===== src/design/urt_pkg.sv =====
// shared types and constants of the ultrasonic ranging timer
package urt_pkg;

  // field widths
  localparam int unsigned TrigW   = 10;
  localparam int unsigned CountW  = 20;
  localparam int unsigned SelW    = 2;
  localparam int unsigned EchoW   = 2;
  localparam int unsigned CfgIdxW = 2;

  // operation codes
  localparam logic OP_TICK    = 1'b0;
  localparam logic OP_REQUEST = 1'b1;

  // configuration register indexes
  localparam logic [CfgIdxW-1:0] CFG_TRIGGER = 2'd0;
  localparam logic [CfgIdxW-1:0] CFG_TIMEOUT = 2'd1;
  localparam logic [CfgIdxW-1:0] CFG_HOLDOFF = 2'd2;

  // configuration reset values
  localparam logic [TrigW-1:0]  TRIGGER_RST = 10'd10;
  localparam logic [CountW-1:0] TIMEOUT_RST = 20'd62500;
  localparam logic [CountW-1:0] HOLDOFF_RST = 20'd600;

  localparam logic [CountW-1:0] COUNT_MAX = {CountW{1'b1}};

  // result status codes
  typedef enum logic [1:0] {
    ST_OK      = 2'd0,
    ST_BUSY    = 2'd1,
    ST_TIMEOUT = 2'd2,
    ST_INVALID = 2'd3
  } status_e;

  // configuration as seen by the measurement engine
  typedef struct packed {
    logic [TrigW-1:0]  trigger_ticks;
    logic [CountW-1:0] timeout_ticks;
    logic [CountW-1:0] holdoff_ticks;
  } urt_cfg_t;

  // one result transaction
  typedef struct packed {
    logic [EchoW-1:0]  trigger_levels;
    logic              done_res;
    status_e           status;
    logic [SelW-1:0]   result_sensor;
    logic [CountW-1:0] elapsed_ticks;
  } urt_result_t;

endpackage


===== src/design/urt_core.sv =====
// measurement engine: phase state, counters and per-item result logic
module urt_core import urt_pkg::*; #(
  parameter int unsigned NUM_SENSORS = 2
) (
  input  logic              clk_i,
  input  logic              rst_ni,
  input  logic              step_en_i,
  input  logic              operation_i,
  input  logic [SelW-1:0]   sensor_select_i,
  input  logic [EchoW-1:0]  echo_levels_i,
  input  urt_cfg_t          cfg_i,
  output urt_result_t       result_o
);

  typedef enum logic [1:0] {
    PH_IDLE = 2'd0,
    PH_TRIG = 2'd1,
    PH_WAIT = 2'd2
  } phase_e;

  localparam logic [SelW:0] SensorLimit = (SelW+1)'(NUM_SENSORS);

  phase_e            phase_q, phase_d;
  logic              active_q, active_d;
  logic [CountW-1:0] count_q, count_d;
  logic [CountW-1:0] hold_q, hold_d;
  logic [EchoW-1:0]  prev_echo_q, prev_echo_d;

  logic              is_idle;
  logic [CountW-1:0] count_inc;
  logic              fall;

  assign is_idle   = !(phase_q == PH_TRIG || phase_q == PH_WAIT);
  assign count_inc = (count_q == COUNT_MAX) ? count_q : count_q + 1'b1;
  assign fall      = prev_echo_q[active_q] & ~echo_levels_i[active_q];

  // next state and result for one transaction
  always_comb begin
    phase_d     = phase_q;
    active_d    = active_q;
    count_d     = count_q;
    hold_d      = hold_q;
    prev_echo_d = prev_echo_q;
    result_o    = '0;
    result_o.status = ST_OK;

    if (operation_i == OP_REQUEST) begin
      if (!is_idle || hold_q != '0) begin
        result_o.done_res      = 1'b1;
        result_o.status        = ST_BUSY;
        result_o.result_sensor = sensor_select_i;
      end else if ({1'b0, sensor_select_i} >= SensorLimit) begin
        result_o.done_res      = 1'b1;
        result_o.status        = ST_INVALID;
        result_o.result_sensor = sensor_select_i;
      end else begin
        phase_d  = PH_TRIG;
        active_d = sensor_select_i[0];
        count_d  = '0;
      end
    end else begin
      if (hold_q != '0) begin
        hold_d = hold_q - 1'b1;
      end
      case (phase_q)
        PH_TRIG: begin
          if (count_inc >= CountW'(cfg_i.trigger_ticks)) begin
            phase_d = PH_WAIT;
            count_d = '0;
          end else begin
            count_d = count_inc;
          end
        end
        PH_WAIT: begin
          count_d = count_inc;
          if (fall) begin
            result_o.done_res      = 1'b1;
            result_o.status        = ST_OK;
            result_o.result_sensor = {1'b0, active_q};
            result_o.elapsed_ticks = count_inc;
            hold_d  = cfg_i.holdoff_ticks;
            phase_d = PH_IDLE;
            count_d = '0;
          end else if (count_inc >= cfg_i.timeout_ticks) begin
            result_o.done_res      = 1'b1;
            result_o.status        = ST_TIMEOUT;
            result_o.result_sensor = {1'b0, active_q};
            phase_d = PH_IDLE;
            count_d = '0;
          end
        end
        default: begin
          phase_d = PH_IDLE;
        end
      endcase
      prev_echo_d = echo_levels_i;
    end

    // trigger drive after this transaction
    if (phase_d == PH_TRIG) begin
      result_o.trigger_levels[active_d] = 1'b1;
    end
  end

  // state registers
  always_ff @(posedge clk_i or negedge rst_ni) begin
    if (!rst_ni) begin
      phase_q     <= PH_IDLE;
      active_q    <= 1'b0;
      count_q     <= '0;
      hold_q      <= '0;
      prev_echo_q <= '0;
    end else if (step_en_i) begin
      phase_q     <= phase_d;
      active_q    <= active_d;
      count_q     <= count_d;
      hold_q      <= hold_d;
      prev_echo_q <= prev_echo_d;
    end
  end

endmodule


===== src/design/ultrasonic_ranging_timer_unit.sv =====
// top level of the ultrasonic ranging timer
// Two-sensor ultrasonic ranging timer. Each input transaction is either one
// time tick or a measurement request; each yields exactly one result
// transaction carrying the trigger drive levels, a done flag, status, sensor
// and the elapsed ticks from trigger end to echo falling edge. A transaction
// accepted into the input register is processed by the measurement engine
// and lands in the result register once the output is free; the result is
// then offered from there. A new item is accepted every cycle unless the
// input stalls, which happens only while both registers hold data and the
// output is stalled; the measurement engine updates its state once per item.
// Configuration is written through a plain write port and must only change
// while the block is idle.
module ultrasonic_ranging_timer_unit import urt_pkg::*; #(
  parameter int unsigned NUM_SENSORS = 2
) (
  input  logic               clk_i,
  input  logic               rst_ni,
  // configuration write port
  input  logic               cfg_we_i,
  input  logic [CfgIdxW-1:0] cfg_index_i,
  input  logic [CountW-1:0]  cfg_data_i,
  // input channel
  input  logic               in_valid_i,
  output logic               in_stall_o,
  input  logic               operation_i,
  input  logic [SelW-1:0]    sensor_select_i,
  input  logic [EchoW-1:0]   echo_levels_i,
  // output channel
  output logic               out_valid_o,
  input  logic               out_stall_i,
  output logic [EchoW-1:0]   trigger_levels_o,
  output logic               done_res_o,
  output logic [1:0]         status_o,
  output logic [SelW-1:0]    result_sensor_o,
  output logic [CountW-1:0]  elapsed_ticks_o
);

  urt_cfg_t          cfg_q;
  logic              in_valid_q;
  logic              op_q;
  logic [SelW-1:0]   sel_q;
  logic [EchoW-1:0]  echo_q;
  logic              out_valid_q;
  urt_result_t       res_q, res_d;
  logic              in_accept;
  logic              advance;

  // handshake: input register feeds result register
  assign advance    = in_valid_q & (~out_valid_q | ~out_stall_i);
  assign in_stall_o = in_valid_q & out_valid_q & out_stall_i;
  assign in_accept  = in_valid_i & ~in_stall_o;

  // configuration registers
  always_ff @(posedge clk_i or negedge rst_ni) begin
    if (!rst_ni) begin
      cfg_q.trigger_ticks <= TRIGGER_RST;
      cfg_q.timeout_ticks <= TIMEOUT_RST;
      cfg_q.holdoff_ticks <= HOLDOFF_RST;
    end else if (cfg_we_i) begin
      case (cfg_index_i)
        CFG_TRIGGER: cfg_q.trigger_ticks <= cfg_data_i[TrigW-1:0];
        CFG_TIMEOUT: cfg_q.timeout_ticks <= cfg_data_i;
        CFG_HOLDOFF: cfg_q.holdoff_ticks <= cfg_data_i;
        default: ;
      endcase
    end
  end

  // input register control
  always_ff @(posedge clk_i or negedge rst_ni) begin
    if (!rst_ni) begin
      in_valid_q <= 1'b0;
    end else if (in_accept) begin
      in_valid_q <= 1'b1;
    end else if (advance) begin
      in_valid_q <= 1'b0;
    end
  end

  // input register payload
  always_ff @(posedge clk_i) begin
    if (in_accept) begin
      op_q   <= operation_i;
      sel_q  <= sensor_select_i;
      echo_q <= echo_levels_i;
    end
  end

  urt_core #(
    .NUM_SENSORS(NUM_SENSORS)
  ) u_core (
    .clk_i          (clk_i),
    .rst_ni         (rst_ni),
    .step_en_i      (advance),
    .operation_i    (op_q),
    .sensor_select_i(sel_q),
    .echo_levels_i  (echo_q),
    .cfg_i          (cfg_q),
    .result_o       (res_d)
  );

  // result register control
  always_ff @(posedge clk_i or negedge rst_ni) begin
    if (!rst_ni) begin
      out_valid_q <= 1'b0;
    end else if (advance) begin
      out_valid_q <= 1'b1;
    end else if (!out_stall_i) begin
      out_valid_q <= 1'b0;
    end
  end

  // result register payload
  always_ff @(posedge clk_i) begin
    if (advance) begin
      res_q <= res_d;
    end
  end

  assign out_valid_o      = out_valid_q;
  assign trigger_levels_o = res_q.trigger_levels;
  assign done_res_o       = res_q.done_res;
  assign status_o         = res_q.status;
  assign result_sensor_o  = res_q.result_sensor;
  assign elapsed_ticks_o  = res_q.elapsed_ticks;

endmodule

===== config.mk =====
export PLATFORM = sky130hd
export DESIGN_NAME = ultrasonic_ranging_timer_unit
export DESIGN_NICKNAME = d
export VERILOG_FILES = /design/src/design/urt_pkg.sv /design/src/design/urt_core.sv /design/src/design/ultrasonic_ranging_timer_unit.sv
export SDC_FILE = /design/constraint.sdc
export NUM_CORES = 1
export LEC_CHECK = 0
export BUFFER_PORTS_ARGS = -buffer_cell sky130_fd_sc_hd__buf_2
export CORE_AREA = 2 2 107 109
export CTS_BUF_LIST = sky130_fd_sc_hd__clkbuf_8 sky130_fd_sc_hd__clkbuf_16
export DETAILED_ROUTE_END_ITERATION = 6
export DIE_AREA = 0 0 109 111
export GPL_TIMING_DRIVEN = 0
export PLACE_DENSITY_LB_ADDON = 0.08
export REMOVE_ABC_BUFFERS = 1
export SETUP_SLACK_MARGIN = 0.02
export SLEW_MARGIN = 30
export SYNTH_ARGS = -nofsm -noshare
export SYNTH_HDL_FRONTEND = slang
export SYNTH_SLANG_ARGS = --single-unit

===== constraint.sdc =====
create_clock -name clk_i -period 8 [get_ports clk_i]
set_input_delay 0.8 -clock clk_i [delete_from_list [all_inputs] [get_ports clk_i]]
set_output_delay 0.8 -clock clk_i [all_outputs]
set_load 0.01 [all_outputs]

# Yosys cells after proc, flatten, opt, wreduce, memory -nomap -nowiden
# Index checks and enable logic that the tools add are counted.
# totals
register_bits	129
# classes
add_sub_neg	2
magnitude_cmp	6
bitwise	13
n_reduce_logical	13
mux	38
eq_ne	9
# ops
operator	n
$mux W20	11
$pmux W20 S2	1
$mux W25	1
$mux W5	5
$add A20 B1 Y20 const B	1
$eq A20 B20 Y1 const B	1
$ge A20 B10 Y1	1
$ge A20 B20 Y1	1
$reduce_bool A20 Y1	1
$sub A20 B1 Y20 const B	1
$mux W1	12
$mux W2	6
$reduce_and A2 Y1	4
$not A1 Y1	7
$eq A2 B1 Y1 const B	3
$and A1 B1 Y1	5
$eq A2 B2 Y1 const B	2
$lt A1 B2 Y1 const B	2
$ne A2 B2 Y1 const B	2
$pmux W2 S2	1
$reduce_and A4 Y1	1
$reduce_bool A3 Y1	1
$reduce_or A3 Y1	1
$ge A2 B2 Y1 const B	1
other kinds (8)	9

# Logic depth before layout (Yosys ltp)
# Gate-level depths: netlist (run 1).
# depth
word_depth	9
ltp_mapped	18

# Hierarchy
# A second synthesis (run 1) with hierarchy kept.
# hier_totals
hier_cells	712
hier_area_um2	7322.0
# by_module_without_submodules
mod	instances	cells_per_inst	area_each_um2
urt_core	1	564	4369.2
ultrasonic_ranging_timer_unit	1	148	2952.8

# Worst setup path before layout (run 1)
# No wires, ideal clock.
# synth_timing
path_kind	register to register
startpoint	reg u_core.count_q[1]
endpoint	reg u_core.count_q[16]
stages_incl_launch_ff	18
synth_period_minus_slack_ns	4.372
setup_slack_ns	3.628
required_ns	7.923
arrival_time_ns	4.296
path_cell_list	dfrtp_1 ha_1 nand3_1 or2_2 clkbuf_1 nor3_2 nor3_1 xnor2_1 inv_1 ha_1 a21o_1 a21o_1 a221oi_1 o41ai_1 nor4b_2 o21ai_2 buf_2 o21ai_1
# synth_via
elab_chain_cells	7
elab_cells_between_ends	10
classes_between	1 x add/sub; 2 x order compare; 1 x eq/ne; 6 x mux
# synth_rtl
item	line_no	rtl
start: declaration	urt_core.sv:25	logic [CountW-1:0] count_q, count_d;
start signal: assignment	urt_core.sv:116	count_q <= count_d;
$add A20 B1 Y20 or $eq A20 B20 Y1 (tied branches)	urt_core.sv:34	assign count_inc = (count_q == COUNT_MAX) ? count_q : count_q + 1'b1;
$mux W20 (*)	urt_core.sv:34	
via u_core.count_inc[5]	urt_core.sv:30	logic [CountW-1:0] count_inc;
$ge A20 B20 Y1	urt_core.sv:84	end else if (count_inc >= cfg_i.timeout_ticks) begin
$mux W20	urt_core.sv:84	
$mux W20	urt_core.sv:76	if (fall) begin
$pmux W20 S2 (*)	urt_core.sv:65	case (phase_q)
$mux W20 (*)	urt_core.sv:47	if (operation_i == OP_REQUEST) begin
# The timed path passes the listed nets; every way through them passes the cells marked *.
# A chain may end at the register's enable or synchronous reset.

# Worst setup path after layout (run 1)
# layout_timing
startpoint	reg u_core.count_q[2]
endpoint	reg u_core.count_q[11]
# The elaborated chain is that of the path after synthesis.

==> results of run 1 <==
-- path summary, 6_finish.rpt --
| kind | start | to | slack [ns] | cells past startpoint |
|---|---|---|---|---|
| setup / recovery | u_core.count_q[2]$_DFFE_PN0P_ | u_core.count_q[11]$_DFFE_PN0P_ | 2.72 | 15 |
| hold / removal | rst_ni | cfg_q[42]$_DFFE_PN0P_ | 0.34 | 1 |
| setup reg to reg | u_core.count_q[2]$_DFFE_PN0P_ | u_core.count_q[11]$_DFFE_PN0P_ | 2.72 | 15 |
| hold reg to reg | u_core.hold_q[9]$_DFFE_PN0P_ | u_core.hold_q[9]$_DFFE_PN0P_ | 0.48 | 2 |
| max in group asynchronous | rst_ni | cfg_q[34]$_DFFE_PN1P_ | 6.99 | 2 |
| min in group clk_i | u_core.hold_q[9]$_DFFE_PN0P_ | u_core.hold_q[9]$_DFFE_PN0P_ | 0.48 | 2 |
-- layout make-up --
cell class,count,share of cell area
clock buffers,19,0.0569
clock inverters,13,0.00943
inverters,56,0.0264
multi-input cells,492,0.411
flip-flops and latches,129,0.427
well taps,143,0.0225
repair buffers,64,0.0462
-- registers in the layout (all words and copies together), names as in the netlist, 2 cells and up --
register / flops
result_sensor_o: 2
u_core.phase_q: 2
u_core.hold_q: 20
status_o: 2
u_core.prev_echo_q: 2
echo_q: 2
cfg_q: 50
elapsed_ticks_o: 20
trigger_levels_o: 2
u_core.count_q: 20
sel_q: 2
-- per-stage QoR --
stage	cell area (um2)	cells	hold WS (ns)
after floorplan	6850	677	0.441
after global placement	7330	880	0.454
after detailed placement	7410	883	0.456
after CTS	7940	915	0.350
after global routing	7970	916	0.380
final	7970	916	0.342
-- cells in the mapped netlist (all sizes together), types with 23 or more instances --
cell type	instances
edfxtp	32
inv	56
nor3	23
dfrtp	84
a21oi	34
mux2	42
o21ai	65
clkbuf	25
nor2	49
ha	34
nand2	77
-- placed cells by master, fill, tap and decap left out, drive strengths merged, types with 8 or more instances in the layout --
cell type  netlist  layout
clkbuf          25      19
edfxtp          32      32
nor4            13      13
dfrtp           84      84
or2             10      10
a21oi           34      34
nor3            23      23
buf              6      64
o21ai           65      65
nand4           17      17
nand3           17      17
nand2           77      77
ha              34      34
inv             56      61
nor2            49      49
dfstp           13      13
and2             8       8
mux2            42      42
-- logic make-up (layout without fill, tap and decap cells) --
logic type / after synthesis / after routing / synth area share
XOR/XNOR: 12 / 12 / 0.0151
multiplexers: 44 / 44 / 0.0706
AND/OR/NAND/NOR: 252 / 252 / 0.184
buffers and inverters: 87 / 152 / 0.0488
flip-flops: 129 / 129 / 0.488
adder cells (fa/ha/maj): 34 / 34 / 0.0609
AO/OA/AOI/OAI: 150 / 150 / 0.132
-- routing by layer --
metal	wire [um]	vias to the layer above	track usage
li1	-	2644	-
met1	6610	2706	0.375
met2	7790	180	0.464
met3	905	30	0.0629
met4	333	0	0.0906
met5	0	-	0
-- power groups by stage --
| stage | registers [mW] | clock network (mW) | logic [mW] |
|---|---|---|---|
| floorplan | 0.863 | 0 | 0.251 |
| global placement | 0.876 | 0 | 0.330 |
| detailed placement | 0.882 | 0 | 0.350 |
| CTS | 0.871 | 0.693 | 0.352 |
| global route | 0.888 | 0.723 | 0.406 |
| finish | 0.872 | 0.683 | 0.355 |
==> metrics.txt, run 1 <==
first-pass GRT wire length=26.6 mm; Critical-path top delay cell=o21ai_2; dpl hpwl=11.2 mm; Buf+Inv Stages, Crit Path=1; Psw=0.561 mW; maximum clock frequency=189 MHz; final core utilization=0.719; ratio of cells with drive above 1 in the final layout=0.226; ranking of synthesized cells by area=dfrtp_1 (30%), edfxtp_1 (14%), mux2_2 (6.8%); CTS Buffer Depth=2; DRC Markers=0; Worst path max stage delay=0.70 ns; TNS Setup=0 ns; Starting Density=0.630; multi-input gate area in the final layout=3280 um2; Gate Count Post-Synth=708; RSZ-0062 raised after global routing=no; Detail Route Antenna Nets=0; largest net degree at the start of global routing=53; Placer Congestion=0.952; dpl ws=2.72 ns; vias post-DR=5560; Final Hold Viols=0; num rows=39; vias per inst=6.07; Worst Path Arrival=5.54 ns; Area growth, synth to finish=14.1%; worst path required time=8.26 ns; postcts setup bufs=0; ys async rst share=0.752; startpoint types=flop; die area=12100 um2; post-synthesis sequential area ratio=0.488; VDD IR-drop max=0.244 mV; H-tree depth=4; Cell variety after synth=60; crit path max fanout=16; CTS tree=built; sequential cell area=3400 um2; Final Max Tran Viols=0; Post-Syn Area=6980 um2; CTS Sinks=129; crit path time final=5.28 ns; register share of total power=0.457; Clock Latency Late Sink=0.42 ns; type of the worst setup path=flop to flop; class of the worst hold path=input port to async pin; Ys Warns=0; DR WL/cell=17.1 um; I/O Pins=61; gr usage total=0.284; CP cell instances=nand4_1 -> or2_2 -> nor3_2 -> nor3_1 -> nand2_1 -> xor2_1 -> inv_1 -> ha_1 -> a21oi_1 -> o21ai_0 -> nor2_1 -> a211oi_1 -> nor4b_4 -> o21ai_2 -> o21ai_1; Layout Nets=826; Core ar.=11100 um2; drt first-iter violations=419; cell accounting for the most synthesized area=dfrtp_1; Logic pwr share=0.186; initial antenna violation count=0; Design Power=1.91 mW; Post-synth EDFFs=32; Final Skew=0.00796 ns; Pint=1.35 mW; Total Wirelength=15.6 mm; Post-CTS Hold Fix Bufs=0; die height=111 um; die width=109 um; Synth top area share=0.301; post-cts sizing count=0; n_diodes=0; FILL cells=833; Clock transition at path regs=0.05 ns; actual slew at the worst max-slew pin=0.837 ns; Overflow after GRT=0; critical path endpoint category=flop; clock power share=0.357; Yosys reg bits=129; Final WS setup=2.72 ns; Num CTS Buffers=17; LEAKAGE=3.58 nW; ys flop type=dfrtp_1; max_cap viols=0; Switching Fraction=0.294; Final Setup Violations=0; Pwr Density=240 nW/um2; Root Buffer=clkbuf_16; status=complete, no violations; Mean Syn Cell Area=9.86 um2; drt first pass iters=6; worst relative slew slack=0.441; period utilization=0.660; PortBufs=60; number of global-route vias before repair=5479; delay-heaviest family, CP=simple AND/OR/NAND/NOR gates
(Power assumes the default switching activity.)
==> run 2, diff against run 1 <==
- CORE_AREA: 2 2 107 109 -> 2 2 111 113
- DIE_AREA: 0 0 109 111 -> 0 0 113 115
- clock period: 8 -> 5.25 ns (I/O delays scaled with it)
==> run 2 against run 1 <==
Compared with the run above:
- the flow now finishes with violations (DRC)
- highest routed layer unchanged
- register-to-register slack lost 2.3 ns
- die area grew 7.4%
- sequential share of layout area shrank 0.67 points
- utilization shrank 3.4 points
==> metrics.txt, run 2 (synthesized netlist as in run 1, its figures left out) <==
status=finished with violations; failing checks=DRC; Finished Layout Cells=923 (+0.76%); Final Setup Violations=0 (unchanged); Biggest register=cfg_q; Post-CTS Hold Fix Bufs=0 (unchanged); Detail Route Antenna Nets=0 (unchanged); Placer Congestion=0.865 (-9.2%); Area growth, synth to finish=15.9%; die height=115 um (+3.6%); I/O Pins=61 (unchanged); H-tree depth=4 (unchanged); Num CTS Buffers=17 (unchanged); CTS Sinks=129 (unchanged); Core ar.=11800 um2 (+6.6%); Layout Nets=829 (+0.36%); Worst Path Arrival=5.16 ns (-0.38 ns); worst path required time=5.53 ns (-2.73 ns); period utilization=0.928 (+0.269); Root Buffer=clkbuf_16; VDD IR-drop max=0.272 mV (+11%); dpl ws=-0.0760 ns (-2.79 ns); crit path max fanout=16 (unchanged); dpl hpwl=11.7 mm (+3.8%); most common cell after layout, fill and taps aside=dfrtp_1; vias post-DR=5482 (-1.4%); DR WL/cell=17.5 um (+2.3%); ratio of cells with drive above 1 in the final layout=0.233 (+0.00686); vias per inst=5.94 (-2.2%); flip-flop count of the largest register after layout=50 (unchanged); actual slew at the worst max-slew pin=0.906 ns (+0.0694 ns); multi-input gate area in the final layout=3300 um2 (+0.76%); maximum clock frequency=205 MHz (+8.3%); n_diodes=0 (unchanged); CTS tree=built; number of global-route vias before repair=5418 (-1.1%); type of the worst setup path=flop to flop; RSZ-0062 raised after global routing=no; LEAKAGE=3.64 nW (+1.7%); sequential cell area=3400 um2 (unchanged); num rows=40 (+2.6%); crit path time final=4.87 ns (-0.404 ns); DRC Markers=4 (+4); first-pass GRT wire length=26.6 mm (about the same); Pwr Density=374 nW/um2 (+56%); Final Skew=0.00883 ns (+0.000873 ns); PortBufs=60 (unchanged); drt first-iter violations=438 (+4.5%); worst relative slew slack=0.394 (-0.0464); max_cap viols=0 (unchanged); WHS=0.0275 ns (-0.315 ns); startpoint types=flop; placed insts=888 (+0.57%); gr usage total=0.262 (-0.0225); die width=113 um (+3.7%); Overflow after GRT=0 (unchanged); Clock transition at path regs=0.06 ns (about the same); Final Hold Viols=0 (unchanged); drt first pass iters=7 (+1); initial antenna violation count=0 (unchanged); Total Wirelength=16.1 mm (+3.1%); largest net degree at the start of global routing=52 (-1.9%); class of the worst hold path=input port to async pin; Clock Latency Late Sink=0.42 ns (about the same); most frequent cells in the layout=dfrtp_1 (84), nand2_1 (77), buf_2 (59); FILL cells=911 (+9.4%); CTS Buffer Depth=2 (unchanged); Final WS setup=0.376 ns (-2.35 ns); die area=13000 um2 (+7.4%); critical path endpoint category=flop; Final Max Tran Viols=0 (unchanged); Starting Density=0.591 (-0.0392)
-- run 2: cell type report --
class                   count  share of cell area
clock buffers              21              0.0608
clock inverters            11              0.0107
inverters                  56              0.0260
multi-input cells         492               0.408
flip-flops and latches    129               0.421
well taps                 147              0.0227
repair buffers             67              0.0512
-- run 2: timing repair --
item / CTS / global route
setup endpoints to repair: 16 / 24
pin swaps: 0 / 1
setup buffers: 0 / 2
resized for setup: 1 / 3
-- run 2: metrics by stage --
step / area [um2] / total power [mW] / util / setup TNS (ns)
floorplan: 6850 / 1.70 / - / 0
global placement: 7330 / 1.84 / 0.621 / -7.39
detailed placement: 7450 / 1.89 / 0.631 / -0.881
CTS: 8030 / 3.03 / 0.680 / 0
global route: 8090 / 3.16 / 0.685 / 0
finish: 8090 / 3.02 / 0.685 / 0
-- run 2: path summary, 6_finish.rpt --
kind	startpoint	endpoint	slack, ns	cells after the start
min in group clk_i	echo_levels_i[1]	echo_q[1]$_DFFE_PP_	0.28	1
worst min register to register	u_core.prev_echo_q[1]$_DFFE_PN0P_	u_core.prev_echo_q[1]$_DFFE_PN0P_	0.47	2
worst max register to register	u_core.count_q[2]$_DFFE_PN0P_	u_core.count_q[4]$_DFFE_PN0P_	0.38	16
worst max-delay path	u_core.count_q[2]$_DFFE_PN0P_	u_core.count_q[4]$_DFFE_PN0P_	0.38	16
max in group asynchronous	rst_ni	cfg_q[33]$_DFFE_PN1P_	4.55	2
worst min-delay path	rst_ni	cfg_q[42]$_DFFE_PN0P_	0.03	1
-- run 2: routing by layer --
| metal | share of wire | track usage |
|---|---|---|
| met1 | 0.45 | 0.338 |
| met2 | 0.49 | 0.439 |
| met3 | 0.047 | 0.0569 |
| met4 | 0.016 | 0.0959 |
| met5 | 0 | 0 |
-- run 2: report_power, final --
group	total [mW]	internal [mW]	switching [mW]
Sequential	1.33	1.21	0.121
Combinational	0.554	0.236	0.319
Clock	1.14	0.710	0.430
Total	3.02	2.15	0.870
-- run 2: critical path, cell delays in order (launching register included) --
cell      delay (ns)
dfrtp_1         0.46
nand4_1         0.45
nor4_1          0.55
nand2_1         0.33
nand2_1         0.22
nor2_1          0.07
xnor2_1         0.35
inv_1           0.12
ha_1            0.32
nand4_1         0.08
nor2_1          0.16
a221oi_1        0.14
o41ai_2         0.63
nor4b_4         0.08
buf_4           0.19
o21ai_4         0.46
o21ai_1         0.12
==> run 3, diff against run 2 <==
- HOLD_SLACK_MARGIN: unset -> 0.1
==> run 3 against run 2 <==
Compared with the run above:
- the run still ends with DRC left
- setup slack better by 0.020 ns
- sequential cell count stayed put
- critical path depth stayed put
- hold slack better by 0.26 ns
- routed wire length is 0.33% higher
- register-to-register slack better by 0.02 ns
- total power hardly changed
- non-clock buffer count is 1 higher
- via count is 0.26% lower
- utilization is 0.085 points higher
- clock power hardly changed
- combinational power hardly changed
- highest routed layer unchanged
==> metrics.txt, run 3 (synthesized netlist as in run 1, its figures left out) <==
CTS tree=built; die width=113 um (unchanged); most frequent cells in the layout=dfrtp_1 (84), nand2_1 (77), buf_2 (59); Root Buffer=clkbuf_16; Pint=2.15 mW (about the same); Worst Path Arrival=5.14 ns (-0.02 ns); Biggest register=cfg_q; clock power share=0.376 (about the same); Logic pwr share=0.184 (about the same); Clock transition at path regs=0.06 ns (about the same); Placer Congestion=0.865 (unchanged); dpl hpwl=11.7 mm (unchanged); critical hold path startpoint=echo_levels_i[1]; flip-flop count of the largest register after layout=50 (unchanged); Pwr Density=373 nW/um2 (-0.15%); largest net degree at the start of global routing=52 (unchanged); Num CTS Buffers=17 (unchanged); n_diodes=0 (unchanged); worst r2r src=u_core.count_q[2]$_DFFE_PN0P_; VDD IR-drop max=0.270 mV (-0.57%); hold depth=1; RR Endpoint=u_core.count_q[16]$_DFFE_PN0P_; initial antenna violation count=0 (unchanged); Final Setup Violations=0 (unchanged); R2R depth=16 (unchanged); FILL cells=910 (-0.11%); max_cap viols=0 (unchanged); Area growth, synth to finish=16.1%; Clock Latency Late Sink=0.42 ns (about the same); crit path max fanout=16 (unchanged); Total Wirelength=16.2 mm (+0.33%); Switching Fraction=0.287 (-0.000293); CTS Buffer Depth=2 (unchanged); PortBufs=60 (unchanged); CTS Sinks=129 (unchanged); M2 GR Usage=0.440 (+0.000798); Final Max Tran Viols=0 (unchanged); register share of total power=0.440 (about the same); number of global-route vias before repair=5427 (+0.17%); first-pass GRT wire length=26.6 mm (+0.11%); type of the worst setup path=flop to flop; most common cell after layout, fill and taps aside=dfrtp_1; status=finished with violations; num rows=40 (unchanged); Final Hold Viols=0 (unchanged); RSZ-0062 raised after global routing=no; period utilization=0.925 (-0.00376); dpl ws=-0.0760 ns (unchanged); LEAKAGE=3.64 nW (+0.11%); drt first-iter violations=442 (+0.91%); Layout Nets=830 (+0.12%); crit path time final=4.85 ns (-0.0198 ns); die area=13000 um2 (unchanged); Finished Layout Cells=924 (+0.11%); GR Layer Usage met1=0.338 (+0.000347); ratio of cells with drive above 1 in the final layout=0.233 (-0.000300); Design Power=3.02 mW (about the same); actual slew at the worst max-slew pin=0.917 ns (+0.0109 ns); class of the worst hold path=input port to flop; vias post-DR=5468 (-0.26%); Hold Crit Endpoint=echo_q[1]$_DFFE_PP_; worst relative slew slack=0.387 (-0.00726); maximum clock frequency=206 MHz (+0.41%); Detail Route Antenna Nets=0 (unchanged); Final WS setup=0.396 ns (+0.0198 ns); gr usage total=0.262 (about the same); Starting Density=0.591 (unchanged); FF-to-FF setup slack=0.40 ns (+0.02 ns); vias per inst=5.92 (-0.36%); DR WL/cell=17.5 um (+0.22%); critical path endpoint category=flop; Final Skew=0.00979 ns (+0.000956 ns); met3 GRT Util=0.0564 (-0.000527); Psw=0.869 mW (-0.12%); worst path required time=5.53 ns (about the same); Overflow after GRT=0 (unchanged); drt first pass iters=7 (unchanged); die height=115 um (unchanged); sequential cell area=3400 um2 (unchanged); placed insts=888 (unchanged); failing checks=DRC; H-tree depth=4 (unchanged); global route hottest layer=met2; DRC Markers=4 (unchanged); multi-input gate area in the final layout=3300 um2 (unchanged); startpoint types=flop; I/O Pins=61 (unchanged); Core ar.=11800 um2 (unchanged)
## run 3: changes by cell type in the layout (fill, tap and decap cells not counted)
| cell | before | now |
|---|---|---|
| dlygate4sd3_1 | 0 | 1 |
## run 3: how the worst max path moves through the flow
stage | start | to | slack [ns] | cells after the start
floorplan | u_core.count_q[1]$_DFFE_PN0P_ | u_core.count_q[10]$_DFFE_PN0P_ | 0.97 | 15
global placement | u_core.count_q[2]$_DFFE_PN0P_ | u_core.count_q[12]$_DFFE_PN0P_ | -0.44 | 14
detailed placement | u_core.count_q[2]$_DFFE_PN0P_ | u_core.count_q[4]$_DFFE_PN0P_ | -0.08 | 14
CTS | u_core.count_q[2]$_DFFE_PN0P_ | u_core.count_q[4]$_DFFE_PN0P_ | 0.03 | 14
global route | u_core.count_q[2]$_DFFE_PN0P_ | u_core.count_q[14]$_DFFE_PN0P_ | 0.06 | 15
finish | u_core.count_q[2]$_DFFE_PN0P_ | u_core.count_q[16]$_DFFE_PN0P_ | 0.40 | 16
## run 3: power by group through the flow
stage	Clock, mW	Combinational [mW]	Sequential, mW
floorplan	0	0.383	1.32
global placement	0	0.507	1.33
detailed placement	0	0.545	1.34
CTS	1.15	0.552	1.33
global route	1.19	0.625	1.35
finish	1.14	0.555	1.33
## run 3: stage by stage
| step | hold WS, ns | utilization | instance area (um2) | TNS (ns) |
|---|---|---|---|---|
| 2_1_floorplan | 0.229 | - | 6850 | 0 |
| 3_3_place_gp | 0.460 | 0.621 | 7330 | -7.39 |
| 3_5_place_dp | 0.463 | 0.631 | 7450 | -0.881 |
| 4_1_cts | 0.270 | 0.681 | 8040 | 0 |
| 5_1_grt | 0.274 | 0.686 | 8100 | 0 |
| 6_report | 0.285 | 0.686 | 8100 | 0 |
## run 3: repair_timing
action,CTS,global route
hold endpoints to repair,40,0
pin swaps,0,1
gates resized for setup,1,3
hold buffers,1,0
endpoints found under the setup margin,16,24
setup buffers,0,2
## run 3: worst max-delay path, cell delays in order, from the launching register on
cell and delay (ns):
dfrtp_1 0.45, nand4_1 0.44, nor4_1 0.55, nand2_1 0.34
nand2_1 0.22, nor2_1 0.07, xnor2_1 0.35, inv_1 0.12
ha_1 0.32, nand4_1 0.08, nor2_1 0.16, a221oi_1 0.14
o41ai_2 0.62, nor4b_4 0.08, buf_4 0.19, o21ai_4 0.46
o21ai_1 0.11
## run 3: routing by layer
metal,part of all wire,routed length [um]
met1,0.45,7220
met2,0.49,7970
met3,0.045,730
met4,0.016,264
met5,0,0
## run 3: area by class of cell
| class | instances | share of cell area |
|---|---|---|
| sequential | 129 | 0.420 |
| tap | 147 | 0.0227 |
| clock inverter | 11 | 0.0107 |
| multi-input combinational | 492 | 0.407 |
| inverter | 56 | 0.0259 |
| timing repair buffer | 68 | 0.0524 |
| clock buffer | 21 | 0.0607 |
